**config.mk**
```make
export PLATFORM = sky130hd
export DESIGN_NAME = lru_block_cache_with_pinning
export DESIGN_NICKNAME = d
export VERILOG_FILES = /design/src/rtl/lbc_pkg.sv /design/src/rtl/lbc_ctrl.sv /design/src/rtl/lbc_datapath.sv /design/src/rtl/lru_block_cache_with_pinning.sv
export VERILOG_INCLUDE_DIRS = /design/src /design/src/rtl
export SDC_FILE = /design/constraint.sdc
export NUM_CORES = 2
export LEC_CHECK = 0
export ABC_CLOCK_PERIOD_IN_PS = 8200
export BUFFER_PORTS_ARGS = -buffer_cell sky130_fd_sc_hd__buf_2
export CAP_MARGIN = 20
export CELL_PAD_IN_SITES_DETAIL_PLACEMENT = 1
export CELL_PAD_IN_SITES_GLOBAL_PLACEMENT = 2
export CORE_AREA = 4 4 334 336
export CTS_BUF_LIST = sky130_fd_sc_hd__clkbuf_4 sky130_fd_sc_hd__clkbuf_8
export CTS_CLUSTER_SIZE = 25
export DETAILED_ROUTE_END_ITERATION = 6
export DIE_AREA = 0 0 338 340
export GPL_TIMING_DRIVEN = 0
export PLACE_DENSITY_LB_ADDON = 0.1
export SYNTH_ARGS = -nofsm -noshare
export SYNTH_HDL_FRONTEND = slang
export SYNTH_SLANG_ARGS = --single-unit
export TNS_END_PERCENT = 100
```
**constraint.sdc**
```tcl
create_clock -name clk -period 8.2 [get_ports clk]
set_input_delay 0.41 -clock clk [delete_from_list [all_inputs] [get_ports clk]]
set_output_delay 0.41 -clock clk [all_outputs]
set_load 0.005 [all_outputs]
```
**src/rtl/lru_block_cache_with_pinning_defines.svh**
```systemverilog
// ----------------------------------------------------------------------------
// lru_block_cache_with_pinning_defines
// assertion macros for the block cache, empty when SYNTH is set
// ----------------------------------------------------------------------------
`ifndef LRU_BLOCK_CACHE_WITH_PINNING_DEFINES_SVH
`define LRU_BLOCK_CACHE_WITH_PINNING_DEFINES_SVH

`ifndef SYNTH

// same-cycle implication
`define LBC_ASSERT_IMP(lbl, ante, cons) \
  lbl: assert property (@(posedge clk) disable iff (!rst_n) (ante) |-> (cons)) \
    else $error("assertion failed");

// next-cycle implication
`define LBC_ASSERT_NXT(lbl, ante, cons) \
  lbl: assert property (@(posedge clk) disable iff (!rst_n) (ante) |=> (cons)) \
    else $error("assertion failed");

`else

`define LBC_ASSERT_IMP(lbl, ante, cons)

`define LBC_ASSERT_NXT(lbl, ante, cons)

`endif

`endif

```
**src/rtl/lbc_pkg.sv**
```systemverilog
// ----------------------------------------------------------------------------
// lbc_pkg
// types, codes and helpers shared by the block cache modules
// ----------------------------------------------------------------------------
package lbc_pkg;

  localparam int CAPACITY = 16;
  localparam int IDX_W    = $clog2(CAPACITY);
  localparam int CNT_W    = $clog2(CAPACITY + 1);

  // operation codes
  localparam logic [1:0] OP_ACQUIRE = 2'd0;
  localparam logic [1:0] OP_RELEASE = 2'd1;
  localparam logic [1:0] OP_PIN     = 2'd2;
  localparam logic [1:0] OP_UNPIN   = 2'd3;

  // status codes
  localparam logic [2:0] ST_HIT      = 3'd0;
  localparam logic [2:0] ST_MISS     = 3'd1;
  localparam logic [2:0] ST_BUSY     = 3'd2;
  localparam logic [2:0] ST_FULL     = 3'd3;
  localparam logic [2:0] ST_NOTFOUND = 3'd4;
  localparam logic [2:0] ST_DONE     = 3'd5;

  typedef struct packed {
    logic [1:0]  operation;
    logic [31:0] blk_num;
  } in_item_t;

  typedef struct packed {
    logic [2:0]  status;
    logic [3:0]  slot;
    logic        needs_read;
    logic        evicted;
    logic [31:0] evicted_blk_num;
    logic [4:0]  cached_count;
  } out_item_t;

  typedef enum logic [1:0] {
    S_IDLE,
    S_LOOKUP,
    S_UPDATE
  } lbc_state_t;

  // controller to datapath commands
  typedef struct packed {
    logic load_item;
    logic lookup;
    logic commit;
  } lbc_cmd_t;

  // index of the lowest set bit, zero when none is set
  function automatic logic [IDX_W-1:0] first_set(input logic [CAPACITY-1:0] vec);
    logic [IDX_W-1:0] idx;
    idx = '0;
    for (int i = CAPACITY - 1; i >= 0; i--) begin
      if (vec[i]) begin
        idx = IDX_W'(i);
      end
    end
    return idx;
  endfunction

endpackage

```
**src/rtl/lbc_ctrl.sv**
```systemverilog
// ----------------------------------------------------------------------------
// lbc_ctrl
// sequencer for lookup and update, plus the result valid flag
// ----------------------------------------------------------------------------
module lbc_ctrl (
  input  logic             clk,
  input  logic             rst_n,
  input  logic             in_valid,
  output logic             in_ready,
  output logic             out_valid,
  input  logic             out_ready,
  output lbc_pkg::lbc_cmd_t cmd
);
  import lbc_pkg::*;

  lbc_state_t state_r, state_nxt;
  logic       out_valid_r, out_valid_nxt;
  logic       commit;
  logic       accept;

  always_ff @(posedge clk) begin
    if (!rst_n) begin
      state_r     <= S_IDLE;
      out_valid_r <= 1'b0;
    end else begin
      state_r     <= state_nxt;
      out_valid_r <= out_valid_nxt;
    end
  end

  always_comb begin
    state_nxt = state_r;
    commit    = 1'b0;
    in_ready  = 1'b0;
    unique case (state_r)
      S_IDLE: begin
        in_ready = 1'b1;
        if (in_valid) begin
          state_nxt = S_LOOKUP;
        end
      end
      S_LOOKUP: begin
        state_nxt = S_UPDATE;
      end
      S_UPDATE: begin
        // commit only when the result register is free this cycle
        commit   = !out_valid_r || out_ready;
        in_ready = commit;
        if (commit) begin
          state_nxt = in_valid ? S_LOOKUP : S_IDLE;
        end
      end
      default: begin
        state_nxt = S_IDLE;
      end
    endcase
    accept = in_valid && in_ready;

    if (commit) begin
      out_valid_nxt = 1'b1;
    end else if (out_ready) begin
      out_valid_nxt = 1'b0;
    end else begin
      out_valid_nxt = out_valid_r;
    end

    cmd.load_item = accept;
    cmd.lookup    = (state_r == S_LOOKUP);
    cmd.commit    = commit;
  end

  assign out_valid = out_valid_r;

endmodule

```
**src/rtl/lbc_datapath.sv**
```systemverilog
// ----------------------------------------------------------------------------
// lbc_datapath
// tag table, marks, recency ranks, lookup and update logic, result register
// ----------------------------------------------------------------------------
module lbc_datapath (
  input  logic               clk,
  input  logic               rst_n,
  input  lbc_pkg::lbc_cmd_t  cmd,
  input  lbc_pkg::in_item_t  in_data,
  output lbc_pkg::out_item_t out_data
);
  import lbc_pkg::*;

  // table state
  logic [31:0]         tag_r    [CAPACITY];
  logic [IDX_W-1:0]    rank_r   [CAPACITY];
  logic [IDX_W-1:0]    rank_nxt [CAPACITY];
  logic [CAPACITY-1:0] valid_r, valid_nxt;
  logic [CAPACITY-1:0] held_r, held_nxt;
  logic [CAPACITY-1:0] pinned_r, pinned_nxt;
  logic [CNT_W-1:0]    count_r, count_nxt;

  in_item_t  item_r;
  out_item_t out_r, out_nxt;

  // lookup results
  logic             hit_r;
  logic [IDX_W-1:0] hit_idx_r;
  logic             fill_r;
  logic             evict_r;
  logic [IDX_W-1:0] tgt_r;
  logic [CNT_W-1:0] thr_r;
  logic [31:0]      ev_tag_r;

  // lookup logic
  logic [CAPACITY-1:0] hit_vec, cand_vec, vic_vec;
  logic [IDX_W-1:0]    hit_idx, free_idx, vic_idx;
  logic                free_any;

  always_comb begin
    for (int i = 0; i < CAPACITY; i++) begin
      hit_vec[i]  = valid_r[i] && (tag_r[i] == item_r.blk_num);
      cand_vec[i] = valid_r[i] && !held_r[i] && !pinned_r[i];
    end
    // victim: a candidate with no candidate of higher rank
    for (int i = 0; i < CAPACITY; i++) begin
      vic_vec[i] = cand_vec[i];
      for (int j = 0; j < CAPACITY; j++) begin
        if (cand_vec[j] && (rank_r[j] > rank_r[i])) begin
          vic_vec[i] = 1'b0;
        end
      end
    end
    hit_idx  = first_set(hit_vec);
    free_idx = first_set(~valid_r);
    vic_idx  = first_set(vic_vec);
    free_any = count_r < CNT_W'(CAPACITY);
  end

  always_ff @(posedge clk) begin
    if (cmd.load_item) begin
      item_r <= in_data;
    end
    if (cmd.lookup) begin
      hit_r     <= |hit_vec;
      hit_idx_r <= hit_idx;
      fill_r    <= free_any || (|cand_vec);
      evict_r   <= !free_any && (|cand_vec);
      tgt_r     <= free_any ? free_idx : vic_idx;
      ev_tag_r  <= tag_r[vic_idx];
      if (|hit_vec) begin
        thr_r <= CNT_W'(rank_r[hit_idx]);
      end else if (free_any) begin
        thr_r <= CNT_W'(CAPACITY);
      end else begin
        thr_r <= CNT_W'(rank_r[vic_idx]);
      end
    end
  end

  // update logic
  logic             is_acq, touch, fill_now, age;
  logic [IDX_W-1:0] upd_idx;

  always_comb begin
    is_acq   = (item_r.operation == OP_ACQUIRE);
    touch    = is_acq && hit_r && !held_r[hit_idx_r];
    fill_now = is_acq && !hit_r && fill_r;
    age      = touch || fill_now;
    upd_idx  = touch ? hit_idx_r : tgt_r;

    valid_nxt  = valid_r;
    held_nxt   = held_r;
    pinned_nxt = pinned_r;
    count_nxt  = count_r;
    for (int i = 0; i < CAPACITY; i++) begin
      rank_nxt[i] = rank_r[i];
      if (age && valid_r[i] && (IDX_W'(i) != upd_idx) &&
          (CNT_W'(rank_r[i]) < thr_r)) begin
        rank_nxt[i] = rank_r[i] + IDX_W'(1);
      end
    end

    out_nxt.status          = ST_DONE;
    out_nxt.slot            = '0;
    out_nxt.needs_read      = fill_now;
    out_nxt.evicted         = fill_now && evict_r;
    out_nxt.evicted_blk_num = (fill_now && evict_r) ? ev_tag_r : 32'd0;

    if (age) begin
      rank_nxt[upd_idx] = '0;
      held_nxt[upd_idx] = 1'b1;
    end
    if (fill_now) begin
      valid_nxt[upd_idx]  = 1'b1;
      pinned_nxt[upd_idx] = 1'b0;
      if (!evict_r) begin
        count_nxt = count_r + CNT_W'(1);
      end
    end

    if (is_acq) begin
      if (hit_r) begin
        out_nxt.slot   = 4'(hit_idx_r);
        out_nxt.status = touch ? ST_HIT : ST_BUSY;
      end else if (fill_r) begin
        out_nxt.slot   = 4'(tgt_r);
        out_nxt.status = ST_MISS;
      end else begin
        out_nxt.status = ST_FULL;
      end
    end else if (!hit_r) begin
      out_nxt.status = ST_NOTFOUND;
    end else begin
      out_nxt.slot = 4'(hit_idx_r);
      case (item_r.operation)
        OP_RELEASE: held_nxt[hit_idx_r]   = 1'b0;
        OP_PIN:     pinned_nxt[hit_idx_r] = 1'b1;
        OP_UNPIN:   pinned_nxt[hit_idx_r] = 1'b0;
        default:    held_nxt[hit_idx_r]   = held_r[hit_idx_r];
      endcase
    end
    out_nxt.cached_count = 5'(count_nxt);
  end

  always_ff @(posedge clk) begin
    if (!rst_n) begin
      valid_r  <= '0;
      held_r   <= '0;
      pinned_r <= '0;
      count_r  <= '0;
      for (int i = 0; i < CAPACITY; i++) begin
        rank_r[i] <= '0;
      end
    end else if (cmd.commit) begin
      valid_r  <= valid_nxt;
      held_r   <= held_nxt;
      pinned_r <= pinned_nxt;
      count_r  <= count_nxt;
      for (int i = 0; i < CAPACITY; i++) begin
        rank_r[i] <= rank_nxt[i];
      end
    end
  end

  // tags and result payload need no reset
  always_ff @(posedge clk) begin
    if (cmd.commit) begin
      out_r <= out_nxt;
      if (fill_now) begin
        tag_r[tgt_r] <= item_r.blk_num;
      end
    end
  end

  assign out_data = out_r;

endmodule

```
**src/rtl/lru_block_cache_with_pinning.sv**
```systemverilog
// ----------------------------------------------------------------------------
// lru_block_cache_with_pinning
// tag and recency bookkeeping for a buffer cache with held and pinned entries
// ----------------------------------------------------------------------------
//  channel  direction  handshake             payload
//  in_      input      in_valid / in_ready   in_data  (operation, blk_num)
//  out_     output     out_valid / out_ready out_data (status .. cached_count)
//
//  each item goes through a lookup cycle (parallel tag compare over all
//  sixteen entries and the victim search) and an update cycle (recency ranks,
//  marks, tag write, result register load)
//  a new item is taken in the update cycle of the previous one, so a steady
//  stream alternates lookup and update cycles
//  the update cycle waits while the result register holds an untaken result
//  synchronous active-low reset empties the table at once; no clearing pass
// ----------------------------------------------------------------------------
`include "lru_block_cache_with_pinning_defines.svh"

module lru_block_cache_with_pinning (
  input  logic               clk,
  input  logic               rst_n,
  input  logic               in_valid,
  output logic               in_ready,
  input  lbc_pkg::in_item_t  in_data,
  output logic               out_valid,
  input  logic               out_ready,
  output lbc_pkg::out_item_t out_data
);
  import lbc_pkg::*;

  lbc_cmd_t cmd;

  // sequencer: idle, lookup, update; owns the result valid flag
  lbc_ctrl u_ctrl (
    .clk       (clk),
    .rst_n     (rst_n),
    .in_valid  (in_valid),
    .in_ready  (in_ready),
    .out_valid (out_valid),
    .out_ready (out_ready),
    .cmd       (cmd)
  );

  // table state, lookup and update logic, result register
  lbc_datapath u_datapath (
    .clk      (clk),
    .rst_n    (rst_n),
    .cmd      (cmd),
    .in_data  (in_data),
    .out_data (out_data)
  );

  // a committed update always leaves a result for transfer
  `LBC_ASSERT_NXT(a_commit_shows, cmd.commit, out_valid)
  // lookup is a single cycle, always followed by update
  `LBC_ASSERT_NXT(a_lookup_once, cmd.lookup, !cmd.lookup)
  // count never passes the table size
  `LBC_ASSERT_IMP(a_count_cap, out_valid, out_data.cached_count <= 5'(CAPACITY))
  // a refused acquire only happens on a full table and reports nothing else
  `LBC_ASSERT_IMP(a_full_clean, out_valid && (out_data.status == ST_FULL),
    (out_data.slot == 4'd0) && !out_data.needs_read &&
    (out_data.cached_count == 5'(CAPACITY)))
  // a device read is asked only by a filled miss
  `LBC_ASSERT_IMP(a_read_miss, out_valid && out_data.needs_read,
    out_data.status == ST_MISS)

endmodule
```
Word-level counts from Yosys, hierarchy flattened
Memory sizes are Yosys's and may differ from the RTL's. A register that Yosys moved wholly into a read port is not among the register bits.
Cells that the tools add are included.
{"block": "classes", "addsub": 17, "reduce_logical": 410, "mux": 382, "bitwise_logic": 28, "order_cmp": 279, "n_eq_ne": 38}
{"cell": "$gt 4x4->1", "count": 256}
{"cell": "$eq 32x32->1", "count": 16}
{"cell": "$logic_and 1x1->1", "count": 362}
{"cell": "$mux 4", "count": 86}
{"cell": "$mux 1", "count": 271}
{"cell": "$mux 16", "count": 6}
{"cell": "$lt 4x5->1", "count": 16}
{"cell": "$add 4x1->4 const B", "count": 16}
{"cell": "$and 64x64->64", "count": 1}
{"cell": "$mux 64", "count": 1}
{"cell": "$not 64->64", "count": 1}
{"cell": "$pmux 16 s2", "count": 2}
{"cell": "$and 16x16->16", "count": 3}
{"cell": "$not 16->16", "count": 3}
{"cell": "$or 16x16->16", "count": 3}
{"cell": "$logic_not 1->1", "count": 36}
{"cell": "$ne 4x4->1 const A", "count": 8}
{"cell": "$reduce_or 16->1", "count": 2}
{"cell": "$bwmux 16", "count": 1}
{"cell": "$demux 4 s4", "count": 1}
{"cell": "$ne 3x4->1 const A", "count": 4}
{"cell": "$or 1x1->1", "count": 16}
{"cell": "$mux 5", "count": 3}
{"cell": "$mux 7", "count": 2}
{"cell": "other kinds (24)", "count": 38}
{"block": "word_totals", "reg_bits": 152, "out_inout_bits": 48, "memories": 2, "ramBits": 576}
{"name": "u_datapath.tag_r", "words": 16, "width": 32, "rd": 17, "rd_ports_with_merged_regs": 1, "wr": 1, "line": "lbc_datapath.sv:15", "source": "logic [31:0] tag_r [CAPACITY];"}
{"name": "u_datapath.rank_r", "words": 16, "width": 4, "rd": 18, "rd_ports_with_merged_regs": 0, "wr": 16, "line": "lbc_datapath.sv:16", "source": "logic [IDX_W-1:0] rank_r [CAPACITY];"}

Logic depth before layout (Yosys ltp)
An unclocked memory read counts as a cell.
{"block": "logic_depth", "word_depth": 39, "depth_mapped": 18, "depth_no_buf": 15}

By module
A second synthesis with hierarchy kept.
{"block": "hier_totals", "cells_unflattened": 4818, "area_unflattened_um2": 51287.9}
{"module": "lbc_datapath", "area_each_um2": 51121.5, "n_inst": 1, "cells_each": 4801}
{"module": "lbc_ctrl", "area_each_um2": 166.4, "n_inst": 1, "cells_each": 17}

Worst setup path after synthesis
OpenSTA, ideal clock, no wires.
{"block": "synth_path", "path_kind": "register -> register", "startpoint": "mem u_datapath.rank_r[14][1] (netlist bit)", "endpoint": "reg u_datapath.ev_tag_r[30], read port of u_datapath.tag_r, data pin", "period_less_slack_ns": 4.615, "required_ns": 7.941, "slack_ns": 3.585, "stages_incl_launch_ff": 17, "arrival_time_ns": 4.356, "setup_ns": 0.259, "cell_sequence": "edfxtp_1 -> inv_1 -> ha_1 -> nor2b_1 -> o211ai_2 -> a21oi_1 -> or4_1 -> or4_1 -> a2bb2o_2 -> o311ai_2 -> a211oi_4 -> o21a_1 -> buf_4 -> mux4_2 -> mux2_2 -> nand2_1 -> o21ai_1"}
{"item": "start, declared", "line": "lbc_datapath.sv:16"}
{"item": "end, declared", "line": "lbc_datapath.sv:33", "source": "logic [31:0] ev_tag_r;"}

Worst setup path in the final report
{"block": "layout_path", "startpoint": "reg u_datapath.valid_r[2]", "endpoint": "reg u_datapath.ev_tag_r[12], read port of u_datapath.tag_r, data pin"}
{"block": "layout_via", "elab_chain_len": 33}
{"item": "start, declared", "line": "lbc_datapath.sv:18", "source": "logic [CAPACITY-1:0] valid_r, valid_nxt;"}
{"item": "start signal, assigned", "line": "lbc_datapath.sv:156", "source": "valid_r <= valid_nxt;"}
{"item": "$logic_and 1x1->1 (*) (2 in series)", "line": "lbc_datapath.sv:43", "source": "cand_vec[i] = valid_r[i] && !held_r[i] && !pinned_r[i];"}
{"item": "$logic_and 1x1->1", "line": "lbc_datapath.sv:49", "source": "if (cand_vec[j] && (rank_r[j] > rank_r[i])) begin"}
{"item": "$mux 1 (14 in series)", "line": "lbc_datapath.sv:49"}
{"item": "$mux 4 (15 in series)", "line": "lbc_pkg.sv:57", "source": "if (vec[i]) begin"}
{"item": "$mux 4 (*)", "line": "lbc_pkg.sv:57"}
Every way passes the cells marked *; elsewhere a longest branch is shown, timed or not.
A chain may end at the register's enable or synchronous reset.

==> results_dict.tcl <==
set metrics [dict create \
    status "finished, final reports clean" \
    crit_slowest_cell "nor3b_1" \
    syn_nets 5510 \
    power.density_nw_per_um2 162 \
    ys_seq_area_share_pct 43.1 \
    routed_via_density 6.54 \
    first_iter_violations 4078 \
    min_path_type "in2reg" \
    clk_pin_slew_ns 0.06 \
    synth_edf_count 704 \
    yosys_warnings 0 \
    wl_per_cell_um 36.1 \
    min_period_ns 7.46 \
    required_ns 8.71 \
    final_area_um2 58100 \
    die_area_um2 115000 \
    place_area_um2 55000 \
    max_freq_mhz 134 \
    clockBufferDepth 3 \
    drt-total-wl_um 244000 \
    grtUsageTotal_pct 41.7 \
    slew_viol_final 0 \
    synth_flop_cell "edfxtp_1" \
    place_hpwl_um 188000 \
    path_cells "nor3b_1 > clkbuf_1 > nand2_1 > a21oi_1 > a31oi_1 > o211ai_1 > nor3_1 > or2_1 > nor2_1 > nand3_1 > clkbuf_1 > clkbuf_1 > nand2_1 > nand3_1 > a32oi_1 > nand2_1" \
    synth_area_um2 51700 \
    hold_viol_final 0 \
    cts.htree.levels 4 \
    whs_ns 0.221 \
    rows 121 \
    final_nets 5833 \
    syn_area_per_cell_um2 10.5 \
    cts_root_buf "clkbuf_8" \
    syn_inst 4925 \
    vias 44300 \
    core-area_um2 109000 \
    skew_ns 0.0521 \
    grt_max_degree 56 \
    criticalPathCategory "reg2reg" \
    critPathMaxStageDelay_ns 0.95 \
    grt_pass1_vias 44800 \
    dr.pass1.iters 5 \
    antenna_found_initial 8 \
    setup_violations 0 \
    cp-start-kind "flop" \
    area_growth_pct 12.4 \
    setup-tns-final_ns 0 \
    worst_pin_slew_ns 1.26 \
    layout.cells.non_filler 6768 \
    io_pins 86 \
    placed_cells 6485 \
    yosysUniqueCellTypes 88 \
    path_max_fanout 10 \
    ys_ff_latch 760 \
    io_buffers 85 \
    ant_nets 0 \
    critPathBufInv 3 \
    postCtsSetupBuffers 0 \
    cts_buffers 136 \
    clock-sinks 760 \
    clk_latency_ns 0.86 \
    arrival_ns 7.97 \
    preCtsSetupSlack_ns 1.07 \
    path_delay_family "simple AND/OR/NAND/NOR gates" \
    die_h_um 340 \
    maxSlewHeadroom_pct 16.1 \
    grt_pass1_wl_um 335000 \
    gp_congestion 1.06 \
    final_cell_mix "edfxtp_1, ha_1, nand2_1" \
    fin_ws_ns 0.738 \
    cp-end-kind "flop" \
    gr-total-overflow 0 \
    cts_tree "built" \
    drive_gt1_share_pct 10.4 \
    drc_errors 0 \
    die_x_um 338 \
    initial_core_util_pct 47.6 \
    fin_crit_sh_pct 91.0 \
    peakVddDrop_mv 0.242 \
    maxCapViolCount 0 \
    async_flop_share_pct 0 \
    cellLeakagePower_nw 21.9 \
    final_common_cell "edfxtp_1" \
    cts_resized 0 \
    rsz0062_at_grt "no" \
]
-- sequential cells by signal, indices dropped and copies added, names as in the netlist --
name and cells:
u_datapath.hit_r 1, u_datapath.out_data 46, u_ctrl.state_r 2, u_datapath.fill_r 1
u_ctrl.out_valid 1, u_datapath.item_r 34, u_datapath.thr_r 5, u_datapath.held_r 16
u_datapath.rank_r 64, u_datapath.valid_r 16, u_datapath.evict_r 1, u_datapath.hit_idx_r 4
u_datapath.pinned_r 16, u_datapath.tag_r 512, u_datapath.tgt_r 4, u_datapath.count_r 5
u_datapath.ev_tag_r 32
-- stage by stage --
| step | utilization (%) | power, W |
|---|---|---|
| after global routing | 53.5 | 0.00972 |
| after detailed placement | 50.6 | 0.00581 |
| final | 53.5 | 0.00942 |
| after global placement | 49.6 | 0.00573 |
| after floorplan | - | 0.00522 |
| after CTS | 53.4 | 0.00937 |
-- tightest hold or removal path, cell delays in order --
cell	delay, ns
buf_2	0.11
clkbuf_1	0.32
nand2_1	0.14
nor2_1	0.03
-- cell families after synthesis --
| group | count (synthesis) | share of synthesized area [%] |
|---|---|---|
| xor+xnor | 539 | 9.14 |
| buf+inv | 369 | 3.55 |
| fa+ha+maj | 547 | 13.2 |
| compound gates | 908 | 11.0 |
| mux | 229 | 4.74 |
| flops | 760 | 43.1 |
| simple gates | 1573 | 15.2 |
-- what timing repair did --
action                                  4_1_cts  5_1_grt
hold buffers                                 36        0
endpoints found under the setup margin        0        0
hold endpoints to repair                     37        0
-- cells in the mapped netlist, drive strengths merged (11+ instances only) --
cell type  count  area share (%)
o211ai        79             1.2
a41oi         13            0.22
mux2i        210             4.1
xor2         426             7.2
nand4        153             1.9
mux4          12            0.52
o22ai         13            0.16
nand2        505             3.7
and3          19            0.23
edfxtp       704              41
o21a          22            0.32
nor2         173             1.3
and2          51            0.62
clkbuf        98            0.71
nor3          86            0.84
nor4         123             1.5
buf          123             1.8
or4           11            0.17
or3           44            0.53
nand3        243             2.4
nand2b        43            0.52
nor2b         80            0.97
o21ai        195             1.9
xnor2        113             1.9
or2           11            0.13
inv          148             1.1
dfxtp         56             2.2
a32oi         64             1.1
o2111ai       21            0.36
a221oi        13            0.22
ha           547              13
a21oi        347             3.4
a31oi         33            0.40
a21boi        22            0.32
nor3b         20            0.35
-- per-layer routing --
metal,vias to the layer above,track usage [%],routed length [um]
li1,19200,-,-
met3,849,6.69,15200
met1,22000,46.3,87600
met5,-,0,30
met4,4,41.7,30200
met2,2249,66.6,111000
-- final cells by class --
| cell class | instances | area, um^2 |
|---|---|---|
| inverter | 148 | 556 |
| timing repair buffer | 185 | 1810 |
| tap | 1414 | 1770 |
| multi-input combinational | 3796 | 27700 |
| antenna | 8 | 20.0 |
| clock inverter | 54 | 414 |
| fill | 11800 | 50500 |
| buffer | 221 | 1290 |
| clock buffer | 182 | 2240 |
| sequential | 760 | 22300 |
-- where the power goes --
part / total [W] / switching [W] / leakage, nW / internal, W
Sequential: 0.00448 / 0.000187 / 6.92 / 0.00429
Combinational: 0.00132 / 0.000874 / 13.6 / 0.000450
Clock: 0.00362 / 0.00174 / 1.39 / 0.00188
Total: 0.00942 / 0.00280 / 21.9 / 0.00662
-- path summary, 6_finish.rpt --
kind / startpoint / endpoint / slack (ns) / cells after the start
worst max-delay path: u_datapath.valid_r[2] / u_datapath.ev_tag_r[12] / 0.74 / 16
worst min-delay path: rst_n / u_ctrl.state_r[1] / 0.22 / 4
worst max register to register: u_datapath.valid_r[2] / u_datapath.ev_tag_r[12] / 0.74 / 16
worst min register to register: u_datapath.count_r[1] / u_datapath.count_r[1] / 0.51 / 2
Power figures use the tool's default switching activity.
